## src/rtl/sbt_pkg.sv

```systemverilog
// ----------------------------------------------------------------------------
// sbt_pkg: shared types and constants of the source byte tokenizer
// Result kinds, token types, character codes and the result word layout.
// ----------------------------------------------------------------------------
package sbt_pkg;

    // Longest token that is kept before an overflow error
    localparam logic [6:0]  MAX_TOKEN_LEN = 7'd64;
    localparam logic [23:0] LINE_MAX      = 24'hFFFFFF;
    localparam logic [23:0] LINE_FIRST    = 24'd1;

    // Result kinds
    localparam logic [1:0] KIND_BYTE  = 2'd0;
    localparam logic [1:0] KIND_END   = 2'd1;
    localparam logic [1:0] KIND_ERROR = 2'd2;

    // Token types
    localparam logic [2:0] TY_WORD   = 3'd0;
    localparam logic [2:0] TY_NUMBER = 3'd1;
    localparam logic [2:0] TY_STRING = 3'd2;
    localparam logic [2:0] TY_CHAR   = 3'd3;
    localparam logic [2:0] TY_DELIM  = 3'd4;
    localparam logic [2:0] TY_OPEN   = 3'd5;
    localparam logic [2:0] TY_CLOSE  = 3'd6;

    // Character codes
    localparam logic [7:0] CH_MINUS  = 8'h2D;
    localparam logic [7:0] CH_SEMI   = 8'h3B;
    localparam logic [7:0] CH_COLON  = 8'h3A;
    localparam logic [7:0] CH_LBRK   = 8'h5B;
    localparam logic [7:0] CH_RBRK   = 8'h5D;
    localparam logic [7:0] CH_SPACE  = 8'h20;
    localparam logic [7:0] CH_NL     = 8'h0A;
    localparam logic [7:0] CH_DQUOTE = 8'h22;
    localparam logic [7:0] CH_SQUOTE = 8'h27;

    // Result queue geometry
    localparam int unsigned FIFO_AW    = 2;
    localparam int unsigned FIFO_DEPTH = 1 << FIFO_AW;

    typedef struct packed {
        logic [1:0]  kind;
        logic [7:0]  token_byte;
        logic [2:0]  token_type;
        logic [23:0] line;
        logic [6:0]  token_length;
        logic        last_result;
    } t_result;

    // Up to two result words from one source byte
    typedef struct packed {
        logic [1:0] cnt;
        t_result    res1;
        t_result    res0;
    } t_scan_res;

    // Class of a byte outside quotes
    function automatic logic [2:0] unquoted_type(input logic [7:0] ch);
        logic [2:0] ty;
        ty = TY_WORD;
        if ((ch >= 8'h30 && ch <= 8'h39) || ch == CH_MINUS) ty = TY_NUMBER;
        else if (ch == CH_SEMI) ty = TY_DELIM;
        else if (ch == CH_LBRK) ty = TY_OPEN;
        else if (ch == CH_RBRK) ty = TY_CLOSE;
        return ty;
    endfunction

endpackage

```

## src/rtl/sbt_in_if.sv

```systemverilog
// ----------------------------------------------------------------------------
// sbt_in_if: source byte channel
// Valid/ready channel carrying one source byte and the end-of-input flag.
// ----------------------------------------------------------------------------
interface sbt_in_if;
    logic       valid;
    logic       ready;
    logic [7:0] data_byte;
    logic       end_of_input;

    modport source (output valid, output data_byte, output end_of_input, input ready);
    modport sink   (input valid, input data_byte, input end_of_input, output ready);
endinterface

```

## src/rtl/sbt_out_if.sv

```systemverilog
// ----------------------------------------------------------------------------
// sbt_out_if: token result channel
// Valid/ready channel carrying one token result word.
// ----------------------------------------------------------------------------
interface sbt_out_if;
    logic        valid;
    logic        ready;
    logic [1:0]  kind;
    logic [7:0]  token_byte;
    logic [2:0]  token_type;
    logic [23:0] line;
    logic [6:0]  token_length;
    logic        last_result;

    modport source (output valid, output kind, output token_byte, output token_type,
                    output line, output token_length, output last_result, input ready);
    modport sink   (input valid, input kind, input token_byte, input token_type,
                    input line, input token_length, input last_result, output ready);
endinterface

```

## src/rtl/sbt_scan.sv

```systemverilog
// ----------------------------------------------------------------------------
// sbt_scan: tokenizer state and per-byte decision
// Holds quote, comment, token and line state and forms up to two result
// words for the registered source byte; state advances on i_fire.
// ----------------------------------------------------------------------------
module sbt_scan (
    input  logic               i_clk,
    input  logic               i_rst_n,
    input  logic               i_fire,
    input  logic [7:0]         i_data_byte,
    input  logic               i_end_of_input,
    output sbt_pkg::t_scan_res o_res
);
    import sbt_pkg::*;

    logic        r_dq, r_sq, r_cmt, r_active, r_err;
    logic [2:0]  r_type;
    logic [6:0]  r_len;
    logic [23:0] r_line;

    logic        n_dq, n_sq, n_cmt, n_active, n_err;
    logic [2:0]  n_type;
    logic [6:0]  n_len;
    logic [23:0] n_line;

    // Decide results and next state for one byte
    always_comb begin
        logic       quoted;
        logic       brk;
        logic       start;
        logic [2:0] ntype;
        logic [2:0] cur_type;
        logic [6:0] cur_len;
        t_result    rb;

        quoted   = r_dq | r_sq;
        brk      = 1'b0;
        start    = 1'b0;
        ntype    = TY_WORD;
        cur_type = r_type;
        cur_len  = r_len;
        n_dq     = r_dq;
        n_sq     = r_sq;
        n_cmt    = r_cmt;
        n_active = r_active;
        n_err    = r_err;
        n_type   = r_type;
        n_len    = r_len;
        n_line   = r_line;
        o_res    = '0;
        rb       = '0;

        if (i_end_of_input) begin
            // Flush the open token and return to the start state
            if (r_active && !r_err) begin
                o_res.cnt               = 2'd1;
                o_res.res0.kind         = KIND_END;
                o_res.res0.token_type   = r_type;
                o_res.res0.line         = r_line;
                o_res.res0.token_length = r_len;
                o_res.res0.last_result  = 1'b1;
            end
            n_dq     = 1'b0;
            n_sq     = 1'b0;
            n_cmt    = 1'b0;
            n_active = 1'b0;
            n_err    = 1'b0;
            n_type   = TY_WORD;
            n_len    = '0;
            n_line   = LINE_FIRST;
        end else if (!r_err) begin
            if (i_data_byte == CH_SQUOTE) begin
                n_sq = ~r_sq;
            end else if (i_data_byte == CH_DQUOTE) begin
                n_dq = ~r_dq;
            end else if (i_data_byte == CH_COLON && !quoted) begin
                n_cmt = ~r_cmt;
            end else begin
                // Count unquoted newlines, saturating
                if (i_data_byte == CH_NL && !quoted && r_line < LINE_MAX)
                    n_line = r_line + 24'd1;
                rb.line = n_line;

                if (r_cmt && !r_dq) begin
                    // Drop commented bytes
                end else if ((i_data_byte != CH_SPACE && i_data_byte != CH_NL) || quoted) begin
                    if (r_dq)      ntype = TY_STRING;
                    else if (r_sq) ntype = TY_CHAR;
                    else           ntype = unquoted_type(i_data_byte);

                    brk   = r_active && (r_type != ntype) && (ntype != TY_STRING);
                    start = !r_active || brk;
                    if (start) begin
                        cur_type = ntype;
                        cur_len  = '0;
                    end
                    n_type = cur_type;

                    // Token end caused by a change of class
                    if (brk) begin
                        o_res.res0              = rb;
                        o_res.res0.kind         = KIND_END;
                        o_res.res0.token_type   = r_type;
                        o_res.res0.token_length = r_len;
                    end

                    rb.token_type = cur_type;
                    if (cur_len >= MAX_TOKEN_LEN) begin
                        rb.kind         = KIND_ERROR;
                        rb.token_length = cur_len;
                        n_err           = 1'b1;
                        n_active        = 1'b0;
                        n_len           = '0;
                    end else begin
                        rb.kind         = KIND_BYTE;
                        rb.token_byte   = i_data_byte;
                        rb.token_length = cur_len + 7'd1;
                        n_active        = 1'b1;
                        n_len           = cur_len + 7'd1;
                    end
                    rb.last_result = 1'b1;

                    if (brk) begin
                        o_res.cnt  = 2'd2;
                        o_res.res1 = rb;
                    end else begin
                        o_res.cnt  = 2'd1;
                        o_res.res0 = rb;
                    end
                end else if (r_active) begin
                    // Space or newline ends the token
                    o_res.cnt               = 2'd1;
                    o_res.res0              = rb;
                    o_res.res0.kind         = KIND_END;
                    o_res.res0.token_type   = r_type;
                    o_res.res0.token_length = r_len;
                    o_res.res0.last_result  = 1'b1;
                    n_active                = 1'b0;
                    n_len                   = '0;
                end
            end
        end
    end

    // Advance state when a byte is processed
    always_ff @(posedge i_clk) begin
        if (!i_rst_n) begin
            r_dq     <= 1'b0;
            r_sq     <= 1'b0;
            r_cmt    <= 1'b0;
            r_active <= 1'b0;
            r_err    <= 1'b0;
            r_type   <= TY_WORD;
            r_len    <= '0;
            r_line   <= LINE_FIRST;
        end else if (i_fire) begin
            r_dq     <= n_dq;
            r_sq     <= n_sq;
            r_cmt    <= n_cmt;
            r_active <= n_active;
            r_err    <= n_err;
            r_type   <= n_type;
            r_len    <= n_len;
            r_line   <= n_line;
        end
    end

endmodule

```

## src/rtl/sbt_fifo.sv

```systemverilog
// ----------------------------------------------------------------------------
// sbt_fifo: result queue
// Takes up to two result words per cycle and hands them out one word per
// cycle on the result channel while its receiver is ready.
// ----------------------------------------------------------------------------
module sbt_fifo (
    input  logic               i_clk,
    input  logic               i_rst_n,
    input  logic               i_push,
    input  sbt_pkg::t_scan_res i_res,
    output logic               o_space_ok,
    sbt_out_if.source          o_out
);
    import sbt_pkg::*;

    t_result                 r_mem [FIFO_DEPTH];
    logic [FIFO_AW-1:0]      r_wp, r_rp;
    logic [FIFO_AW:0]        r_cnt;
    logic [FIFO_AW-1:0]      n_wp, n_rp;
    logic [FIFO_AW:0]        n_cnt;
    logic [1:0]              push_cnt;
    logic                    pop;
    t_result                 head;

    assign push_cnt   = i_push ? i_res.cnt : 2'd0;
    assign pop        = o_out.valid && o_out.ready;
    assign o_space_ok = r_cnt <= (FIFO_AW+1)'(FIFO_DEPTH - 2);

    // Pointer and fill count update
    always_comb begin
        n_wp  = r_wp + FIFO_AW'(push_cnt);
        n_rp  = r_rp + FIFO_AW'(pop);
        n_cnt = r_cnt + (FIFO_AW+1)'(push_cnt) - (FIFO_AW+1)'(pop);
    end

    always_ff @(posedge i_clk) begin
        if (!i_rst_n) begin
            r_wp  <= '0;
            r_rp  <= '0;
            r_cnt <= '0;
        end else begin
            r_wp  <= n_wp;
            r_rp  <= n_rp;
            r_cnt <= n_cnt;
        end
    end

    // Write one or two words
    always_ff @(posedge i_clk) begin
        if (push_cnt != 2'd0) r_mem[r_wp] <= i_res.res0;
        if (push_cnt == 2'd2) r_mem[r_wp + FIFO_AW'(1)] <= i_res.res1;
    end

    // Present the head word
    assign head               = r_mem[r_rp];
    assign o_out.valid        = r_cnt != '0;
    assign o_out.kind         = head.kind;
    assign o_out.token_byte   = head.token_byte;
    assign o_out.token_type   = head.token_type;
    assign o_out.line         = head.line;
    assign o_out.token_length = head.token_length;
    assign o_out.last_result  = head.last_result;

endmodule

```

## src/rtl/source_byte_tokenizer.sv

```systemverilog
// ----------------------------------------------------------------------------
// source_byte_tokenizer: top level of the source byte tokenizer
// Splits a source byte stream into typed token bytes and token-end words.
// ----------------------------------------------------------------------------
// Usage:
//   i_in carries one source byte (or an end-of-input flag) per word; o_out
//   carries result words: token byte, token end with length and line, or
//   overflow error. last_result marks the final word caused by one input.
//   A byte is taken into an input register, decided against the tokenizer
//   state once the queue has room, and its words are written into a
//   four-entry result queue whose head word is presented on o_out.
//   Throughput is one byte per cycle while each byte gives at most one
//   word and o_out is not stalled; a byte that both ends a token and
//   starts a new one gives two words, and the queue's single read port
//   drains them one at a time.
//   The decision step runs only while the queue has room for two words, so
//   a stall on o_out backs up into the input register and then drops
//   i_in.ready; nothing is lost.
//   Synchronous reset clears the queue, the input register and all state;
//   the line counter restarts at one. End of input does the same to the
//   tokenizer state after flushing the open token.
// ----------------------------------------------------------------------------
module source_byte_tokenizer (
    input  logic      i_clk,
    input  logic      i_rst_n,
    sbt_in_if.sink    i_in,
    sbt_out_if.source o_out
);
    import sbt_pkg::*;

    logic       r_in_valid;
    logic [7:0] r_data_byte;
    logic       r_eoi;
    logic       fire;
    logic       space_ok;
    t_scan_res  scan_res;

    assign fire       = r_in_valid && space_ok;
    assign i_in.ready = !r_in_valid || fire;

    // Input register: hold the word until it is decided
    always_ff @(posedge i_clk) begin
        if (!i_rst_n) begin
            r_in_valid <= 1'b0;
        end else if (i_in.ready) begin
            r_in_valid <= i_in.valid;
        end
    end

    always_ff @(posedge i_clk) begin
        if (i_in.ready && i_in.valid) begin
            r_data_byte <= i_in.data_byte;
            r_eoi       <= i_in.end_of_input;
        end
    end

    sbt_scan u_scan (
        .i_clk          (i_clk),
        .i_rst_n        (i_rst_n),
        .i_fire         (fire),
        .i_data_byte    (r_data_byte),
        .i_end_of_input (r_eoi),
        .o_res          (scan_res)
    );

    sbt_fifo u_fifo (
        .i_clk      (i_clk),
        .i_rst_n    (i_rst_n),
        .i_push     (fire),
        .i_res      (scan_res),
        .o_space_ok (space_ok),
        .o_out      (o_out)
    );

endmodule
```

## src/flat_wrapper.sv

```systemverilog
// flat-port wrapper written by rule: the top's interface ports become plain ports
module source_byte_tokenizer_flat import sbt_pkg::*;
  (i_clk, i_rst_n, i_in_valid, i_in_data_byte, i_in_end_of_input, i_in_ready, o_out_valid, o_out_kind, o_out_token_byte, o_out_token_type, o_out_line, o_out_token_length, o_out_last_result, o_out_ready);
  sbt_in_if i_in_i ();
  sbt_out_if o_out_i ();
  input  logic i_clk;
  input  logic i_rst_n;
  input wire logic [$bits(i_in_i.valid)-1:0] i_in_valid;
  input wire logic [$bits(i_in_i.data_byte)-1:0] i_in_data_byte;
  input wire logic [$bits(i_in_i.end_of_input)-1:0] i_in_end_of_input;
  output wire logic [$bits(i_in_i.ready)-1:0] i_in_ready;
  output wire logic [$bits(o_out_i.valid)-1:0] o_out_valid;
  output wire logic [$bits(o_out_i.kind)-1:0] o_out_kind;
  output wire logic [$bits(o_out_i.token_byte)-1:0] o_out_token_byte;
  output wire logic [$bits(o_out_i.token_type)-1:0] o_out_token_type;
  output wire logic [$bits(o_out_i.line)-1:0] o_out_line;
  output wire logic [$bits(o_out_i.token_length)-1:0] o_out_token_length;
  output wire logic [$bits(o_out_i.last_result)-1:0] o_out_last_result;
  input wire logic [$bits(o_out_i.ready)-1:0] o_out_ready;
  assign i_in_i.valid = i_in_valid;
  assign i_in_i.data_byte = i_in_data_byte;
  assign i_in_i.end_of_input = i_in_end_of_input;
  assign i_in_ready = i_in_i.ready;
  assign o_out_valid = o_out_i.valid;
  assign o_out_kind = o_out_i.kind;
  assign o_out_token_byte = o_out_i.token_byte;
  assign o_out_token_type = o_out_i.token_type;
  assign o_out_line = o_out_i.line;
  assign o_out_token_length = o_out_i.token_length;
  assign o_out_last_result = o_out_i.last_result;
  assign o_out_i.ready = o_out_ready;
  source_byte_tokenizer u_core (.i_clk(i_clk), .i_rst_n(i_rst_n), .i_in(i_in_i), .o_out(o_out_i));
endmodule
```

## config.mk

```make
export PLATFORM = sky130hd
export DESIGN_NAME = source_byte_tokenizer_flat
export DESIGN_NICKNAME = d
export VERILOG_FILES = /design/src/rtl/sbt_pkg.sv /design/src/rtl/sbt_in_if.sv /design/src/rtl/sbt_out_if.sv /design/src/rtl/sbt_scan.sv /design/src/rtl/sbt_fifo.sv /design/src/rtl/source_byte_tokenizer.sv /design/src/flat_wrapper.sv
export SDC_FILE = /design/constraint.sdc
export NUM_CORES = 1
export LEC_CHECK = 0
export BUFFER_PORTS_ARGS = -buffer_cell sky130_fd_sc_hd__clkbuf_2
export CAP_MARGIN = 5
export CORE_MARGIN = 4
export CORE_UTILIZATION = 35
export DETAILED_ROUTE_END_ITERATION = 6
export PLACE_DENSITY = 0.59
export SETUP_SLACK_MARGIN = 0.15
export SLEW_MARGIN = 0
export SYNTH_ARGS = -nofsm -noshare
export SYNTH_HDL_FRONTEND = slang
export SYNTH_SLANG_ARGS = --single-unit
```

## constraint.sdc

```tcl
create_clock -name i_clk -period 10.7 [get_ports i_clk]
set_input_delay 0.535 -clock i_clk [delete_from_list [all_inputs] [get_ports i_clk]]
set_output_delay 0.535 -clock i_clk [all_outputs]
set_load 0.02 [all_outputs]
```

* After elaboration in Yosys (flattened, before gate mapping)
Memory sizes are Yosys's and may differ from the RTL's. A register that Yosys moved wholly into a read port is not among the register bits. Cells that the tools add are included.
Operators by class: div/mod/pow operators 0, bitwise logic cells 4, eq/ne operators 18, reduce and logical (&&, ||, !) cells 35, shift-type cells 0, multiply operators 0, add/sub/neg operators 7, $lt $le $gt $ge 5, mux-type cells 101
Operators by type and width (count):
- 2-to-1 mux 92 bit | 5
- 2-to-1 mux 45 bit | 5
- 2-to-1 mux 24 bit | 6
- 2-to-1 mux 7 bit | 18
- 2-to-1 mux 35 bit | 2
- 2-to-1 mux 3 bit | 21
- 2-to-1 mux 44 bit | 1
- equality test 8 x 6 -> 1 bit, second input constant | 5
- 2-to-1 mux 1 bit | 34
- adder 24 x 1 -> 24 bit, second input constant | 1
- < comparator 24 bit, second input constant | 1
- equality test 8 x 7 -> 1 bit, second input constant | 2
- 2-to-1 mux 8 bit | 2
- 2-to-1 mux 2 bit | 7
- AND reduction 7 bit | 2
- logical AND 1 bit | 12
- != test 2 x 1 -> 1 bit, second input constant | 5
- AND reduction 5 bit | 2
- nonzero test 2 bit | 5
- equality test 8 x 4 -> 1 bit, second input constant | 1
- greater-or-equal comparator 8 x 6 -> 1 bit, second input constant | 1
- less-or-equal comparator 8 x 6 -> 1 bit, second input constant | 1
- != test 8 x 4 -> 1 bit, second input constant | 1
- != test 8 x 6 -> 1 bit, second input constant | 1
- other kinds (19) | 29
Storage, ports and cells: memory bits (read-only) 0, RAM bits 180, register bits 56, output and inout port bits 47, memories kept 1, input port bits 13, latch bits 0
Memory list:
- u_core.u_fifo.r_mem | words 4, bits a word 45, rd ports 1, clocked after memory_dff 1, write ports 2, RTL line sbt_fifo.sv:16 | t_result r_mem [FIFO_DEPTH];

* Longest topological paths before layout
word-level depth 40, gate-level depth with buffers 15

* By module
A second synthesis with hierarchy kept.
Second synthesis, totals: cells, all modules 1081, area, all modules 13505.5 µm²
Modules (own cells, without submodules):
- sbt_fifo | cells each 488, area each 9225.1 µm², times used 1
- sbt_scan | cells each 578, area each 3945.0 µm², times used 1
- source_byte_tokenizer | cells each 15, area each 335.3 µm², times used 1

* Worst setup path after synthesis
No wires, ideal clock.
path type reg-to-reg, start reg u_core.r_data_byte[0], end mem u_core.u_fifo.r_mem[0][0] in the netlist's numbering (enable), buffers on the path 2, data arrival time 3.052 ns, library setup time 0.402 ns, slack 7.245 ns, cell stages (with the launch flop) 10, path through edfxtp_1 > buf_6 > and4b_1 > a22oi_1 > and4b_1 > a211oi_2 > nor2_2 > nand4_1 > buf_2 > nand2_1
RTL lines:
- start: declaration | RTL line source_byte_tokenizer.sv:32 | logic [7:0] r_data_byte;
- start signal: assignment | RTL line source_byte_tokenizer.sv:52 | r_data_byte <= i_in.data_byte;
- end: declaration | RTL line sbt_fifo.sv:16

==> flow_summary_export.csv <==
group,metric,value,unit
clocking,hold_buffers,0,
clocking,cts_tree,"built",
timing,skew,0.0106,ns
timing,tightest_slew,1.15,ns
clocking,clkLatencyLatePin,0.52,ns
clocking,cts_buffers,25,
place,hpwl,21.0,mm
drt,vias,9116,
clocking,cts.sinks,236,
global_route,grt_pass1_wl,51.9,mm
min_path,hold_path_depth,1,
yosys,synthCells,1085,
die,initial_core_util,35.5,%
yosys,yosys_warnings,0,
yosys,synth_edf_count,185,
critical_path,cp_common_cell,"buf_4",
critical_path,reg2reg_depth,9,
critical_path,crit_type,"flip-flop to flip-flop",
yosys,netlist_area,12300,sq um
yosys,ys_ff_latch,236,
timing,rsz0062_at_grt,"false",
yosys,synth_most_common_cell,"edfxtp_1",
yosys,yosys.area.top_type,"edfxtp_1",
die,num_rows,68,
timing,finalMaxSlewViolations,0,
drt,wl_per_cell,21.1,microns
drt,postRouteAntennaNets,0,
timing,setup_slack,6.44,ns
die,die_height,195,microns
global_route,grt_overflow,0,
place,gp_congestion,0.924,
drt,drcViolationCount,0,
critical_path,end_kind,"flip-flop",
yosys,dominantRegCellSynth,"edfxtp_1",
timing,setup_viol,0,
yosys,synth_cell_types,71,
critical_path,cpMaxStageDelayCell,"o211ai_1",
clocking,cts_resized,0,
global_route,grt.total_usage,16.7,%
drt,routed_via_density,5.80,
clocking,htree_levels,1,
place,dp_worst_setup_slack,6.45,ns
clocking,cts_max_path_buffers,3,
timing,period_needed,4.26,ns
die,ioPinCount,60,
min_path,hp-class,"primary input to flip-flop",
cells_and_area,layout-drive-gt1-share,17.2,%
global_route,grt_pass1_vias,8880,
power,total_leakage_power,4.48,nW
outcome,status,"finished clean",
critical_path,cp.arrival,4.43,ns
yosys,synth_area_leaders,"edfxtp_1 45%, dfxtp_1 8.3%, mux4_2 8.2%",
clocking,clk_pin_slew,0.06,ns
flow_run,drv_cap,0,
timing,max_freq,234,MHz
cells_and_area,area_growth,12.0,%
global_route,antenna_found_initial,0,
drt,routed_wl,33.2,mm
yosys,seq_area_frac_synth,53.5,%
drt,drt_iter0_drc,1058,
place,port_buffers,59,
global_route,grt_start_max_net_pins,47,
timing,finalHoldViolCount,0,
yosys,ys_top_cells_by_count,"185 x edfxtp_1, 117 x o22ai_1, 84 x nand2_1",
yosys,syn-num-nets,1107,
timing,final.setup.tns,0,ns
clocking,cts_root_buf,"clkbuf_16",
yosys,avgSynthCellArea,11.3,sq um
critical_path,critPathLaunchType,"flip-flop",
die,placeableCoreArea,34600,sq um
clocking,cts_setup_buffers,0,
cells_and_area,fillCellCount,3252,
drt,drtPass1Iterations,5,
power,max-vdd-ir-drop,0.118,mV
critical_path,cpPeakStageDelay,0.72,ns
cells_and_area,antennaDiodeCount,0,
cells_and_area,num-nets-final,1121,
yosys,synth_top_cell_area_share,45.2,%
die,die_area,38200,sq um
die,chipWidth,195,microns
power,powerDensity,177,nW/um^2
timing,min_period_over_period,39.9,%
critical_path,critPathMaxFanout,34,
timing,relSlewSlack,23.5,%
yosys,synthArstFlopShare,0,%
critical_path,path_cells,"and3b_1 > o211ai_1 > nand3_1 > nor2_2 > buf_4 > nand3_1 > buf_4 > nand2_2 > buf_4",
critical_path,crit_required,10.86,ns
## logic make-up after synthesis
kind of cell	Yosys count	synth area share, %
AOI/OAI and AO/OA	289	15.3
DFF	236	53.5
adders and majority gates	9	0.977
xor gates and xnor gates	29	2.07
buffers and inverters	108	3.78
muxes	47	8.42
and+or+nand+nor	367	16.0
## critical path: cells and delay by family (launching register included)
family	cells	cell delay (ns)
flip-flops	1	0.55
buffers and inverters	3	1.24
AND/OR/NAND/NOR	5	1.38
AO/OA/AOI/OAI	1	0.72
## layout make-up
| type | instances | area (sq um) | area share, % |
|---|---|---|---|
| multi-input combinational | 741 | 5270 | 38.3 |
| tap | 455 | 569 | 4.13 |
| timing repair buffer | 78 | 438 | 3.18 |
| clock buffer | 30 | 644 | 4.68 |
| clock inverter | 14 | 204 | 1.48 |
| inverter | 17 | 63.8 | 0.463 |
| sequential | 236 | 6580 | 47.8 |
## stage by stage
stage / total power [mW] / instances / cell area, sq um / utilization (%) / hold slack, ns
2_1_floorplan: 1.41 / 1085 / 12300 / - / 0.438
3_3_place_gp: 1.55 / 1527 / 12900 / 37.3 / 0.460
3_5_place_dp: 1.56 / 1527 / 12900 / 37.3 / 0.466
4_1_cts: 2.46 / 1571 / 13800 / 39.8 / 0.176
5_1_grt: 2.54 / 1571 / 13800 / 39.8 / 0.184
6_report: 2.44 / 1571 / 13800 / 39.8 / 0.196
## placed cells by master, fill, tap and decap left out, drive strengths merged, types with 6 or more instances in the layout
| master | n |
|---|---|
| nor4 | 9 |
| inv | 19 |
| dfxtp | 51 |
| nor2 | 45 |
| nand2b | 6 |
| a22oi | 13 |
| edfxtp | 185 |
| mux4 | 45 |
| buf | 19 |
| nand4 | 11 |
| or3 | 7 |
| clkinv | 6 |
| a21o | 7 |
| a21boi | 8 |
| and4 | 6 |
| xnor2 | 21 |
| and3 | 13 |
| o21ai | 59 |
| nor3 | 43 |
| a31oi | 7 |
| clkbuf | 89 |
| xor2 | 8 |
| and2 | 27 |
| nand2 | 84 |
| o22ai | 118 |
| ha | 8 |
| nor2b | 66 |
| a21oi | 43 |
| nand3 | 34 |
## state kept, by name, indices dropped and copies added (netlist names)
name	flops
u_core.r_data_byte	8
u_core.r_in_valid	1
u_core.u_scan.r_dq	1
u_core.u_scan.r_active	1
u_core.u_scan.r_line	24
u_core.u_scan.r_len	7
u_core.u_fifo.r_mem	180
u_core.u_scan.r_sq	1
u_core.u_scan.r_type	3
u_core.u_fifo.r_cnt	3
u_core.u_fifo.r_wp	2
u_core.u_scan.r_err	1
u_core.u_fifo.r_rp	2
u_core.u_scan.r_cmt	1
u_core.r_eoi	1
## final timing paths
check	startpoint	to	slack (ns)
max	u_core.r_data_byte[1]	u_core.u_fifo.r_mem[3][20]	6.44
min	i_in_data_byte[6]	u_core.r_data_byte[6]	0.20
max reg2reg	u_core.r_data_byte[1]	u_core.u_fifo.r_mem[3][20]	6.44
min reg2reg	u_core.u_fifo.r_mem[3][43]	u_core.u_fifo.r_mem[3][43]	0.47
## power by group
group | switching, mW | total [mW] | leakage, nW | internal [mW]
clock | 0.357 | 0.907 | 0.415 | 0.550
sequential | 0.0792 | 1.09 | 2.26 | 1.01
combinational | 0.243 | 0.439 | 1.81 | 0.196
total | 0.680 | 2.44 | 4.48 | 1.76
## metal layers
layer	vias up	part of all wire [%]	track usage, %
met4	0	3.2	5.22
met3	72	6.9	2.47
li1	4204	-	-
met1	4492	44	23.6
met5	-	0	0
met2	348	46	26.8
No activity file was read; power rests on OpenSTA's default activity.
